### src/rtl/cli_pkg.sv
// Shared constants, codes and the item type of the CAN channel LED indicator.
`default_nettype none

package cli_pkg;

   // Defaults of the top-level parameters
   localparam int unsigned CHANNELS_DEFAULT         = 4;
   localparam int unsigned BLINK_MS_DEFAULT         = 100;
   localparam int unsigned BREATH_PERIOD_MS_DEFAULT = 800;

   // Field widths
   localparam int MODE_W   = 2;
   localparam int CHAN_W   = 2;
   localparam int TICK_W   = 32;
   localparam int MASK_W   = 4;
   localparam int HOLD_W   = 16;
   localparam int BRIGHT_W = 8;

   localparam logic [HOLD_W-1:0]   HOLD_RESET = 16'd220;
   localparam logic [BRIGHT_W-1:0] BRIGHT_MAX = 8'hFF;

   // Item modes
   localparam logic [MODE_W-1:0] MODE_ACTIVITY = 2'd0;
   localparam logic [MODE_W-1:0] MODE_REFRESH  = 2'd1;
   localparam logic [MODE_W-1:0] MODE_CLEAR    = 2'd2;

   typedef struct packed {
      logic [MODE_W-1:0] mode;
      logic [CHAN_W-1:0] chan;
      logic [TICK_W-1:0] tick;
      logic [MASK_W-1:0] en;
      logic [MASK_W-1:0] bo;
   } item_type;

endpackage

`default_nettype wire

### src/rtl/can_channel_led_indicator.sv
// Top level of the CAN channel status LED indicator.
//  - req_ channel: one beat per firmware event. mode 0 marks traffic on
//    req_channel, mode 1 refreshes all LEDs at time req_tick_ms, mode 2
//    clears the LED state, mode 3 is a no-op. Every beat yields one rsp_ beat.
//  - rsp_ channel: logical LED mask, active-low pin levels and the mask of
//    pins that were driven (only on a refresh, where the state changed or was unknown).
//  - csr_ port: activity hold time in ms, written whenever csr_write_enable
//    is high; only change it while no beat is in flight.
//  - A new beat is taken every cycle unless the receiver stalls: five register
//    stages (two reciprocal-multiply stages for the blink and breath periods,
//    the phase and ramp stage, the brightness multiply, the per-channel state
//    stage that loads the result register).
//  - All LED state lives in the last stage, so beats update it strictly in
//    order and back-to-back beats see each other's effects.
//  - When the receiver stalls, each stage holds and stages fill up behind it;
//    req_ready drops only once every stage is full. With rsp_valid low,
//    req_ready is always high.
//  - Reset empties the pipeline, zeros expiry ticks and accumulators, marks
//    every cached LED state unknown (next refresh drives every pin) and loads
//    the hold time with 220 ms.
`default_nettype none

module can_channel_led_indicator #(
   parameter int unsigned CHANNELS         = cli_pkg::CHANNELS_DEFAULT,
   parameter int unsigned BLINK_MS         = cli_pkg::BLINK_MS_DEFAULT,
   parameter int unsigned BREATH_PERIOD_MS = cli_pkg::BREATH_PERIOD_MS_DEFAULT
) (
   input  wire logic                        clock,
   input  wire logic                        reset,
   // request channel
   input  wire logic                        req_valid,
   output logic                             req_ready,
   input  wire logic [cli_pkg::MODE_W-1:0]  req_mode,
   input  wire logic [cli_pkg::CHAN_W-1:0]  req_channel,
   input  wire logic [cli_pkg::TICK_W-1:0]  req_tick_ms,
   input  wire logic [cli_pkg::MASK_W-1:0]  req_enabled_mask,
   input  wire logic [cli_pkg::MASK_W-1:0]  req_busoff_mask,
   // response channel
   output logic                             rsp_valid,
   input  wire logic                        rsp_ready,
   output logic [cli_pkg::MASK_W-1:0]       rsp_led_on_mask,
   output logic [cli_pkg::MASK_W-1:0]       rsp_pin_level_mask,
   output logic [cli_pkg::MASK_W-1:0]       rsp_written_mask,
   // configuration
   input  wire logic                        csr_write_enable,
   input  wire logic [cli_pkg::HOLD_W-1:0]  csr_write_data
);

   localparam int TICK_W   = cli_pkg::TICK_W;
   localparam int MASK_W   = cli_pkg::MASK_W;
   localparam int BRIGHT_W = cli_pkg::BRIGHT_W;

   // Exact division of a TICK_W-bit value by a constant: q = (x * M) >> (TICK_W + L)
   // with L = ceil(log2 d), M = ceil(2^(TICK_W+L) / d), M has TICK_W+1 bits.
   // M is split in two halves so each multiplier stays within 32 bits.
   localparam int RECIP_W = TICK_W + 1;
   localparam int SPLIT   = 16;
   localparam int PH_W    = TICK_W + RECIP_W - SPLIT;
   localparam int PL_W    = TICK_W + SPLIT;
   localparam int PROD_W  = TICK_W + RECIP_W;

   localparam int BLINK_L  = $clog2(BLINK_MS);
   localparam logic [63:0] BLINK_RECIP =
      ((64'd1 << (TICK_W + BLINK_L)) + 64'(BLINK_MS) - 64'd1) / 64'(BLINK_MS);
   localparam logic [RECIP_W-SPLIT-1:0] BLINK_M_HI = BLINK_RECIP[RECIP_W-1:SPLIT];
   localparam logic [SPLIT-1:0]         BLINK_M_LO = BLINK_RECIP[SPLIT-1:0];

   localparam int BREATH_L = $clog2(BREATH_PERIOD_MS);
   localparam logic [63:0] BREATH_RECIP =
      ((64'd1 << (TICK_W + BREATH_L)) + 64'(BREATH_PERIOD_MS) - 64'd1)
      / 64'(BREATH_PERIOD_MS);
   localparam logic [RECIP_W-SPLIT-1:0] BREATH_M_HI = BREATH_RECIP[RECIP_W-1:SPLIT];
   localparam logic [SPLIT-1:0]         BREATH_M_LO = BREATH_RECIP[SPLIT-1:0];

   // Phase within the breath period and the 0..255 ramp
   localparam int PW        = $clog2(BREATH_PERIOD_MS + 1);
   localparam int TW        = PW + BRIGHT_W;
   localparam int HALF      = BREATH_PERIOD_MS / 2;
   localparam int HALF_L    = $clog2(HALF);
   localparam logic [63:0] HALF_RECIP =
      ((64'd1 << (TW + HALF_L)) + 64'(HALF) - 64'd1) / 64'(HALF);
   localparam logic [TW:0]   HALF_M    = HALF_RECIP[TW:0];
   localparam int            MD_W      = 2 * TW + 1;
   localparam logic [PW-1:0] PERIOD_PW = PW'(BREATH_PERIOD_MS);
   localparam logic [PW-1:0] HALF_PW   = PW'(HALF);

   // ---------------------------------------------------------------------
   // Handshake: each stage moves when the one after it can take the beat.
   // ---------------------------------------------------------------------
   logic a_valid_ff, b_valid_ff, c_valid_ff, d_valid_ff, rsp_valid_ff;
   logic a_valid_in, b_valid_in, c_valid_in, d_valid_in, rsp_valid_in;
   logic a_ready, b_ready, c_ready, d_ready, e_ready;
   logic d_fire;

   assign e_ready   = !rsp_valid_ff || rsp_ready;
   assign d_ready   = !d_valid_ff || e_ready;
   assign c_ready   = !c_valid_ff || d_ready;
   assign b_ready   = !b_valid_ff || c_ready;
   assign a_ready   = !a_valid_ff || b_ready;
   assign req_ready = a_ready;
   assign d_fire    = d_valid_ff && e_ready;

   assign a_valid_in   = a_ready ? req_valid  : a_valid_ff;
   assign b_valid_in   = b_ready ? a_valid_ff : b_valid_ff;
   assign c_valid_in   = c_ready ? b_valid_ff : c_valid_ff;
   assign d_valid_in   = d_ready ? c_valid_ff : d_valid_ff;
   assign rsp_valid_in = e_ready ? d_valid_ff : rsp_valid_ff;

   always_ff @(posedge clock) begin
      if (reset) begin
         a_valid_ff   <= 1'b0;
         b_valid_ff   <= 1'b0;
         c_valid_ff   <= 1'b0;
         d_valid_ff   <= 1'b0;
         rsp_valid_ff <= 1'b0;
      end else begin
         a_valid_ff   <= a_valid_in;
         b_valid_ff   <= b_valid_in;
         c_valid_ff   <= c_valid_in;
         d_valid_ff   <= d_valid_in;
         rsp_valid_ff <= rsp_valid_in;
      end
   end

   // ---------------------------------------------------------------------
   // Stage A: register the beat and the reciprocal partial products.
   // ---------------------------------------------------------------------
   cli_pkg::item_type req_item;
   cli_pkg::item_type a_item_ff, b_item_ff, c_item_ff, d_item_ff;

   assign req_item.mode = req_mode;
   assign req_item.chan = req_channel;
   assign req_item.tick = req_tick_ms;
   assign req_item.en   = req_enabled_mask;
   assign req_item.bo   = req_busoff_mask;

   logic [PH_W-1:0] a_blink_hi_ff, a_breath_hi_ff;
   logic [PL_W-1:0] a_blink_lo_ff, a_breath_lo_ff;

   always_ff @(posedge clock) begin
      if (a_ready) begin
         a_item_ff      <= req_item;
         a_blink_hi_ff  <= PH_W'(req_tick_ms) * PH_W'(BLINK_M_HI);
         a_blink_lo_ff  <= PL_W'(req_tick_ms) * PL_W'(BLINK_M_LO);
         a_breath_hi_ff <= PH_W'(req_tick_ms) * PH_W'(BREATH_M_HI);
         a_breath_lo_ff <= PL_W'(req_tick_ms) * PL_W'(BREATH_M_LO);
      end
   end

   // ---------------------------------------------------------------------
   // Stage B: combine partial products -> blink parity, breath quotient.
   // ---------------------------------------------------------------------
   logic [PROD_W-1:0] blink_prod, breath_prod;
   logic              b_blink_odd_ff;
   logic [PW-1:0]     b_breath_q_ff;

   assign blink_prod  = {a_blink_hi_ff, {SPLIT{1'b0}}} + PROD_W'(a_blink_lo_ff);
   assign breath_prod = {a_breath_hi_ff, {SPLIT{1'b0}}} + PROD_W'(a_breath_lo_ff);

   always_ff @(posedge clock) begin
      if (b_ready) begin
         b_item_ff      <= a_item_ff;
         b_blink_odd_ff <= blink_prod[TICK_W + BLINK_L];
         // only the low bits of the quotient matter for the remainder
         b_breath_q_ff  <= breath_prod[TICK_W + BREATH_L +: PW];
      end
   end

   // ---------------------------------------------------------------------
   // Stage C: phase = tick mod period, triangle ramp times 255.
   // ---------------------------------------------------------------------
   logic [PW-1:0] phase, ramp;
   logic [TW-1:0] ramp_scaled;
   logic          c_blink_odd_ff;
   logic [TW-1:0] c_num_ff;

   // phase < period < 2^PW, so PW-bit arithmetic is exact
   assign phase       = b_item_ff.tick[PW-1:0] - b_breath_q_ff * PERIOD_PW;
   assign ramp        = (phase < HALF_PW) ? phase : PERIOD_PW - phase;
   assign ramp_scaled = {ramp, {BRIGHT_W{1'b0}}} - TW'(ramp);

   always_ff @(posedge clock) begin
      if (c_ready) begin
         c_item_ff      <= b_item_ff;
         c_blink_odd_ff <= b_blink_odd_ff;
         c_num_ff       <= ramp_scaled;
      end
   end

   // ---------------------------------------------------------------------
   // Stage D: brightness = num / half, saturated at full scale.
   // ---------------------------------------------------------------------
   logic [MD_W-1:0]     half_prod, half_q;
   logic [BRIGHT_W-1:0] bright;
   logic                d_blink_odd_ff;
   logic [BRIGHT_W-1:0] d_bright_ff;

   assign half_prod = MD_W'(c_num_ff) * MD_W'(HALF_M);
   assign half_q    = half_prod >> (TW + HALF_L);
   assign bright    = (half_q > MD_W'(cli_pkg::BRIGHT_MAX)) ? cli_pkg::BRIGHT_MAX
                                                            : half_q[BRIGHT_W-1:0];

   always_ff @(posedge clock) begin
      if (d_ready) begin
         d_item_ff      <= c_item_ff;
         d_blink_odd_ff <= c_blink_odd_ff;
         d_bright_ff    <= bright;
      end
   end

   // ---------------------------------------------------------------------
   // Stage E: per-channel state and the result register.
   // ---------------------------------------------------------------------
   logic [cli_pkg::HOLD_W-1:0] hold_ff;
   logic [TICK_W-1:0]          expiry_ff [CHANNELS];
   logic [TICK_W-1:0]          expiry_in [CHANNELS];
   logic [BRIGHT_W-1:0]        acc_ff    [CHANNELS];
   logic [BRIGHT_W-1:0]        acc_in    [CHANNELS];
   logic [CHANNELS-1:0]        known_ff, known_in, on_ff, on_in;

   logic [TICK_W-1:0]          diff_ch [CHANNELS];
   logic [BRIGHT_W:0]          sum_ch  [CHANNELS];
   logic [CHANNELS-1:0]        en_ch, bo_ch, active_ch, breathe_ch, want_ch;
   logic [MASK_W+CHANNELS-1:0] en_wide, bo_wide, lit_wide, written_wide;
   logic [CHANNELS-1:0]        written_ch, lit_ch;

   // channels beyond the mask width read as disabled
   assign en_wide = {{CHANNELS{1'b0}}, d_item_ff.en};
   assign bo_wide = {{CHANNELS{1'b0}}, d_item_ff.bo};
   assign en_ch   = en_wide[CHANNELS-1:0];
   assign bo_ch   = bo_wide[CHANNELS-1:0];

   always_comb begin
      for (int i = 0; i < CHANNELS; i++) begin
         // active when expiry is 1 .. 2^31-1 ahead (wrap-safe)
         diff_ch[i]    = expiry_ff[i] - d_item_ff.tick;
         active_ch[i]  = (|diff_ch[i]) && !diff_ch[i][TICK_W-1];
         sum_ch[i]     = {1'b0, d_bright_ff} + {1'b0, acc_ff[i]};
         breathe_ch[i] = en_ch[i] && !bo_ch[i] && !active_ch[i];
         if (!en_ch[i]) begin
            want_ch[i] = 1'b0;
         end else if (bo_ch[i]) begin
            want_ch[i] = 1'b1;
         end else if (active_ch[i]) begin
            want_ch[i] = !d_blink_odd_ff;
         end else begin
            want_ch[i] = sum_ch[i][BRIGHT_W];
         end
      end
   end

   always_comb begin
      for (int i = 0; i < CHANNELS; i++) begin
         expiry_in[i] = expiry_ff[i];
         acc_in[i]    = acc_ff[i];
      end
      known_in   = known_ff;
      on_in      = on_ff;
      written_ch = '0;
      if (d_fire) begin
         case (d_item_ff.mode)
            cli_pkg::MODE_ACTIVITY: begin
               for (int i = 0; i < CHANNELS; i++) begin
                  if (32'(d_item_ff.chan) == i) begin
                     expiry_in[i] = d_item_ff.tick + TICK_W'(hold_ff);
                  end
               end
            end
            cli_pkg::MODE_REFRESH: begin
               for (int i = 0; i < CHANNELS; i++) begin
                  if (!en_ch[i]) begin
                     acc_in[i] = '0;
                  end else if (breathe_ch[i]) begin
                     acc_in[i] = sum_ch[i][BRIGHT_W-1:0];
                  end
                  // drive the pin only on a change or from unknown
                  if (!known_ff[i] || (on_ff[i] != want_ch[i])) begin
                     known_in[i]   = 1'b1;
                     on_in[i]      = want_ch[i];
                     written_ch[i] = 1'b1;
                  end
               end
            end
            cli_pkg::MODE_CLEAR: begin
               for (int i = 0; i < CHANNELS; i++) begin
                  expiry_in[i] = '0;
                  acc_in[i]    = '0;
               end
               known_in = '0;
               on_in    = '0;
            end
            default: begin
            end
         endcase
      end
   end

   assign lit_ch       = known_in & on_in;
   assign lit_wide     = {{MASK_W{1'b0}}, lit_ch};
   assign written_wide = {{MASK_W{1'b0}}, written_ch};

   always_ff @(posedge clock) begin
      if (reset) begin
         hold_ff  <= cli_pkg::HOLD_RESET;
         known_ff <= '0;
         on_ff    <= '0;
         for (int i = 0; i < CHANNELS; i++) begin
            expiry_ff[i] <= '0;
            acc_ff[i]    <= '0;
         end
      end else begin
         if (csr_write_enable) begin
            hold_ff <= csr_write_data;
         end
         known_ff <= known_in;
         on_ff    <= on_in;
         for (int i = 0; i < CHANNELS; i++) begin
            expiry_ff[i] <= expiry_in[i];
            acc_ff[i]    <= acc_in[i];
         end
      end
   end

   logic [MASK_W-1:0] rsp_lit_ff, rsp_written_ff;

   always_ff @(posedge clock) begin
      if (d_fire) begin
         rsp_lit_ff     <= lit_wide[MASK_W-1:0];
         rsp_written_ff <= written_wide[MASK_W-1:0];
      end
   end

   assign rsp_valid          = rsp_valid_ff;
   assign rsp_led_on_mask    = rsp_lit_ff;
   assign rsp_pin_level_mask = ~rsp_lit_ff;
   assign rsp_written_mask   = rsp_written_ff;

endmodule

`default_nettype wire

### config.mk
export PLATFORM = sky130hd
export DESIGN_NAME = can_channel_led_indicator
export DESIGN_NICKNAME = d
export VERILOG_FILES = /design/src/rtl/cli_pkg.sv /design/src/rtl/can_channel_led_indicator.sv
export SDC_FILE = /design/constraint.sdc
export NUM_CORES = 2
export LEC_CHECK = 0
export BUFFER_PORTS_ARGS = -buffer_cell sky130_fd_sc_hd__buf_2
export CAP_MARGIN = 10
export CELL_PAD_IN_SITES_DETAIL_PLACEMENT = 0
export CELL_PAD_IN_SITES_GLOBAL_PLACEMENT = 1
export CORE_MARGIN = 2
export CORE_UTILIZATION = 50
export CTS_BUF_LIST = sky130_fd_sc_hd__clkbuf_4
export DETAILED_ROUTE_END_ITERATION = 8
export PLACE_DENSITY_LB_ADDON = 0.05
export SETUP_SLACK_MARGIN = 0.05
export SLEW_MARGIN = 15
export SYNTH_ARGS = -nofsm -noshare
export SYNTH_HDL_FRONTEND = slang
export SYNTH_SLANG_ARGS = --single-unit
### constraint.sdc
create_clock -name clock -period 11.6 [get_ports clock]
set_clock_uncertainty 0.05 [all_clocks]
set_input_delay 1.74 -clock clock [delete_from_list [all_inputs] [get_ports clock]]
set_output_delay 1.74 -clock clock [all_outputs]
set_load 0.02 [all_outputs]
## Yosys cells after proc, flatten, opt, wreduce, memory -nomap -nowiden

Memory sizes are Yosys's and may differ from the RTL's.
Cells that the tools add are included.

- Memory bits (writable): 160
- Memories kept: 2
- Word-level logic and storage cells: 184
- Output and inout bits: 14
- Register bits: 332
- Input port bits: 65

- Reductions and logical operators: 50
- $lt $le $gt $ge: 2
- $mul: 4
- Add/sub/neg operators: 13
- Bitwise gates (word level): 10
- Mux-type cells: 56
- Equality and inequality tests: 9

Memory list:

| name | depth | bits a word | read ports | clocked after memory_dff | wr ports | line | RTL |
|---|---|---|---|---|---|---|---|
| expiry_ff | 4 | 32 | 4 | 0 | 4 | can_channel_led_indicator.sv:215 | `logic [TICK_W-1:0] expiry_ff [CHANNELS];` |
| acc_ff | 4 | 8 | 4 | 0 | 4 | can_channel_led_indicator.sv:217 | `logic [BRIGHT_W-1:0] acc_ff [CHANNELS];` |

Operators with widths:

| cell | number |
|---|---|
| $mux 32 | 9 |
| $pmux 128 s2 | 1 |
| $mux 128 | 1 |
| $reduce_or 32->1 | 4 |
| $sub 32x32->32 | 4 |
| $mux 8 | 12 |
| $pmux 32 s2 | 1 |
| $add 52x45->52 | 1 |
| $mul 32x13->45 const B | 1 |
| $mul 18x19->37 const B | 1 |
| $add 8x8->9 | 4 |
| $mul 32x16->35 const B | 1 |
| $add 32x16->32 | 1 |
| $mux 1 | 27 |
| $logic_not 1->1 | 22 |
| $sub 18x10->18 | 1 |
| $pmux 4 s2 | 2 |
| $logic_and 1x1->1 | 13 |
| $gt 10x8->1 const B | 1 |
| $lt 10x9->1 const B | 1 |
| $mul 10x5->5 const B | 1 |
| $mux 10 | 1 |
| $sub 10x10->10 | 1 |
| $sub 10x10->10 const A | 1 |
| other kinds (9) | 32 |

## Logic depth before layout (Yosys ltp)

An unclocked memory read counts as a cell.

- Word-level depth: 13
- Mapped depth: 25
- Depth with buffers taken out: 25

## Worst setup path before layout

Ideal clock, no wire load.

- Path kind: input-to-reg
- Start point: in req_tick_ms[9] in the netlist's numbering
- End point: reg a_breath_hi_ff[30], data pin
- Path buffers: 0
- Stages on the path: 23
- Slack: 4179 ps
- Arrival time: 7111 ps
- Library setup time: 260 ps
- Required time: 11290 ps
- Path through: ha_1 > fa_1 > inv_1 > fa_1 > fa_1 > inv_1 > fa_1 > inv_1 > fa_1 > inv_1 > ha_1 > o21a_1 > o21ai_0 > a21o_1 > o31ai_1 > o211ai_1 > nand3_1 > o41ai_1 > o21ai_0 > or4_1 > a41o_1 > a21oi_1 > xnor2_1

- Longest elaborated chain between the ends: 1

RTL lines:

| item | line | RTL |
|---|---|---|
| from (decl) | can_channel_led_indicator.sv:35 | `input wire logic [cli_pkg::TICK_W-1:0] req_tick_ms,` |
| $mul 32x16->35 | can_channel_led_indicator.sv:145 | `a_breath_hi_ff <= PH_W'(req_tick_ms) * PH_W'(BREATH_M_HI);` |
| to (signal assigned) | can_channel_led_indicator.sv:145 |  |
| to (decl) | can_channel_led_indicator.sv:137 | `logic [PH_W-1:0] a_blink_hi_ff, a_breath_hi_ff;` |

Every way passes these cells.
A chain may end at the register's enable or synchronous reset.

## Worst setup path in the final report

- Start point: reg c_num_ff[9]
- End point: reg d_bright_ff[0], data pin

- Longest elaborated chain between the ends: 2

RTL lines:

| item | line | RTL |
|---|---|---|
| from (decl) | can_channel_led_indicator.sv:175 | `logic [TW-1:0] c_num_ff;` |
| from (signal assigned) | can_channel_led_indicator.sv:186 | `c_num_ff <= ramp_scaled;` |
| $mul 18x19->37 (*) | can_channel_led_indicator.sv:198 | `assign half_prod = MD_W'(c_num_ff) * MD_W'(HALF_M);` |
| $gt 10x8->1 | can_channel_led_indicator.sv:200 | `assign bright = (half_q > MD_W'(cli_pkg::BRIGHT_MAX)) ? cli_pkg::BRIGHT_MAX` |
| to (signal assigned) | can_channel_led_indicator.sv:207 | `d_bright_ff <= bright;` |
| to (decl) | can_channel_led_indicator.sv:196 | `logic [BRIGHT_W-1:0] d_bright_ff;` |

Every way passes the cells marked *; elsewhere a longest branch is shown, timed or not.

==> results.txt <==
Register area share after synthesis -> 26.84%
Worst slew pin tran -> 1.084 ns
Ports -> 79
CTS root buffer -> clkbuf_4
Critical Path Start -> c_num_ff[9]$_DFFE_PP_
Post-Syn Instances -> 4647
Crit start category -> flop
First-pass GRT wire length -> 187000 um
Crit-path max cell delay -> 0.71 ns
CTS tree -> yes
Critical Path RT -> 12.27 ns
Wire length on met2 -> 57400 um
Reg-to-reg endpoint -> d_bright_ff[0]$_SDFFCE_PN1P_
Final hold slack -> 0.3438 ns
Syn Nets -> 5744
Final net count -> 5872
Critical path class -> flop to flop
Slew Viols, Final -> 0
WP buf/inv -> 2
CP most frequent cell -> fa_1
Post-DP HPWL -> 97070 um
Clk_lat worst skew -> 1.03 ns
Max-capacitance violation count -> 0
Cell Area, Synth -> 44750 um^2
# hold bufs at CTS -> 0
Post-route ant nets -> 0
Worst slew margin -> 27.74%
Largest net degree at the start of global routing -> 101
H-tree levels -> 4
GR Overflow Total -> 0
Routed vias -> 32.75k
Share of layout cells above drive strength 1 -> 7.358%
Standard-cell row count -> 109
Synthesized area per cell -> 9.629 um^2
DR top layer -> met5
Crit-path slowest cell -> fa_1
Post-layout minimum cycle time -> 7.269 ns
Leading cell type in the layout, fill and taps excluded -> inv_1
DRT Pass-1 Iters -> 5
Total Wirelength -> 118600 um
Crit path cell chain -> fa_1 -> fa_1 -> fa_1 -> fa_1 -> fa_1 -> inv_1 -> fa_1 -> inv_1 -> ha_1 -> a21o_1 -> a21o_1 -> a21o_1 -> a21oi_1 -> o21ai_0 -> and3_1 -> a221o_1 -> o211ai_1 -> a31oi_1 -> o21ai_0 -> nand3b_1 -> o22a_1 -> o21bai_1
Wire length on met1 -> 53430 um
Initial core utilization -> 50.55%
Clk slew on worst S/H paths -> 0.06 ns
EDFF count, synth -> 274
Critical Path Sink Type -> flop
Gpl congestion -> 0.8966
Crit path max-delay family -> adder cells
Final setup violation count -> 0
Worst Reg-to-Reg Cells -> 22
Worst setup path endpoint -> d_bright_ff[0]$_SDFFCE_PN1P_
TritonCTS Buffers -> 138
Core Box Area -> 88510 um^2
All-layer global routing usage -> 26.57%
Reg-to-Reg Start -> c_num_ff[9]$_DFFE_PP_
Main synth FF type -> edfxtp_1
Yosys cell types -> 82
R2R Setup Slk -> 4.33 ns
Most frequent cells in the layout -> 809 x inv_1, 608 x ha_1, 424 x fa_1
Async S/R FF share, synth -> 0%
Initial antenna violation count -> 11
DR WL met3 -> 4619 um
Outcome -> finished clean
Wire length per cell -> 19.59 um
Port buffer count -> 78
Period Utilization, post-route -> 62.66%
Fmax -> 137.6 MHz
Yosys warns -> 0
Max FO, Critical Path -> 8
Fill cells -> 8250
Setup repair after global routing missed its margin -> false
Critical path depth -> 22
Tightest Hold Check Type -> flop to flop
Routed vias/inst -> 5.411
Starting DRC count in detailed routing -> 1700
Register bit total from synthesis -> 463
Clk sinks -> 463
Die Ht -> 303.2 um
Number of global-route vias before repair -> 33.44k
Layout area overhead -> 7.547%
DRC Markers -> 0
WP data arrival -> 7.94 ns
Die width -> 303.2 um
Clock tree buffer depth -> 3
Setup Fix Bufs, Post-CTS -> 0
Final hold violations -> 0
Post-cts sizing count -> 0
Setup TNS -> 0 ns
Die Area -> 91900 um^2
stage by stage:
stage / util, % / std cells / instance area, um^2 / setup slack (ns)
5_1_grt: 54.37 / 6051 / 48120 / 3.980
6_report: 54.37 / 6052 / 48120 / 4.331
2_1_floorplan: - / 4647 / 44750 / 4.179
4_1_cts: 54.35 / 6044 / 48100 / 4.329
3_3_place_gp: 52.38 / 5800 / 46360 / 3.463
3_5_place_dp: 52.38 / 5800 / 46360 / 3.405
how the worst min path moves through the flow:
stage / from / end / slack, ns / cells after the start
3_3_place_gp: c_item_ff[35]$_DFFE_PP_ / d_item_ff[35]$_DFFE_PP_ / 0.35 / 0
2_1_floorplan: a_item_ff[0]$_DFFE_PP_ / b_item_ff[0]$_DFFE_PP_ / 0.35 / 0
5_1_grt: b_item_ff[43]$_DFFE_PP_ / c_item_ff[43]$_DFFE_PP_ / 0.36 / 0
4_1_cts: b_item_ff[38]$_DFFE_PP_ / c_item_ff[38]$_DFFE_PP_ / 0.34 / 0
3_5_place_dp: c_item_ff[3]$_DFFE_PP_ / bo_ch[3]$_DFFE_PP_ / 0.35 / 0
6_report: b_item_ff[22]$_DFFE_PP_ / c_item_ff[22]$_DFFE_PP_ / 0.34 / 0
cell type report:
cell class                 count  area [um^2]  share of cell area (%)
antenna                        8        20.02                 0.04160
clock inverter                43        232.7                  0.4836
inverter                     811         3044                   6.326
tap                         1165         1458                   3.029
clock buffer                 201         1509                   3.136
timing repair buffer          92        501.7                   1.043
sequential                   463        12010                   24.96
multi-input combinational   3269        29350                   60.98
cell usage after synthesis, drive strengths merged, types with 55 or more instances:
library cell / number / area (um^2)
a21o: 83 / 623.1
a21oi: 321 / 1618
clkbuf: 92 / 345.3
dfxtp: 189 / 3784
edfxtp: 274 / 8228
fa: 424 / 8488
ha: 608 / 7607
inv: 811 / 3044
nand2: 391 / 1468
nand2b: 55 / 344.1
nand3: 74 / 370.4
nor2: 238 / 893.4
nor3: 59 / 295.3
o21ai: 148 / 740.7
xnor2: 135 / 1182
xor2: 58 / 508.0
registers in the layout, summed over array words and instances, names as in the netlist, 5 cells and up:
signal,count
b_breath_q_ff,5
a_breath_lo_ff,29
a_item_ff,44
d_item_ff,36
c_num_ff,17
c_item_ff,44
a_breath_hi_ff,28
d_bright_ff,8
acc_ff,32
b_item_ff,44
expiry_ff,128
hold_ff,16
routing by layer:
metal  GRT usage, %  vias to the layer above
li1               -                    16140
met1          35.31                    15840
met2          45.09                      597
met3          3.598                      169
met4          8.292                        4
met5              0                        -
logic make-up (layout without fill, tap and decap cells):
kind of cell | after synthesis | in the layout | synth area share, %
and+or+nand+nor | 1106 | 1106 | 11.90
adders and majority gates | 1032 | 1032 | 35.97
buffers and inverters | 915 | 1147 | 7.687
AOI/OAI and AO/OA | 894 | 894 | 12.83
DFF | 463 | 463 | 26.84
xor gates and xnor gates | 193 | 193 | 3.778
muxes | 44 | 44 | 0.9926
other | 0 | 8 | 0
Power is not shown: default switching activity piles up to over one toggle a cycle in this logic, so the estimate is an artifact.
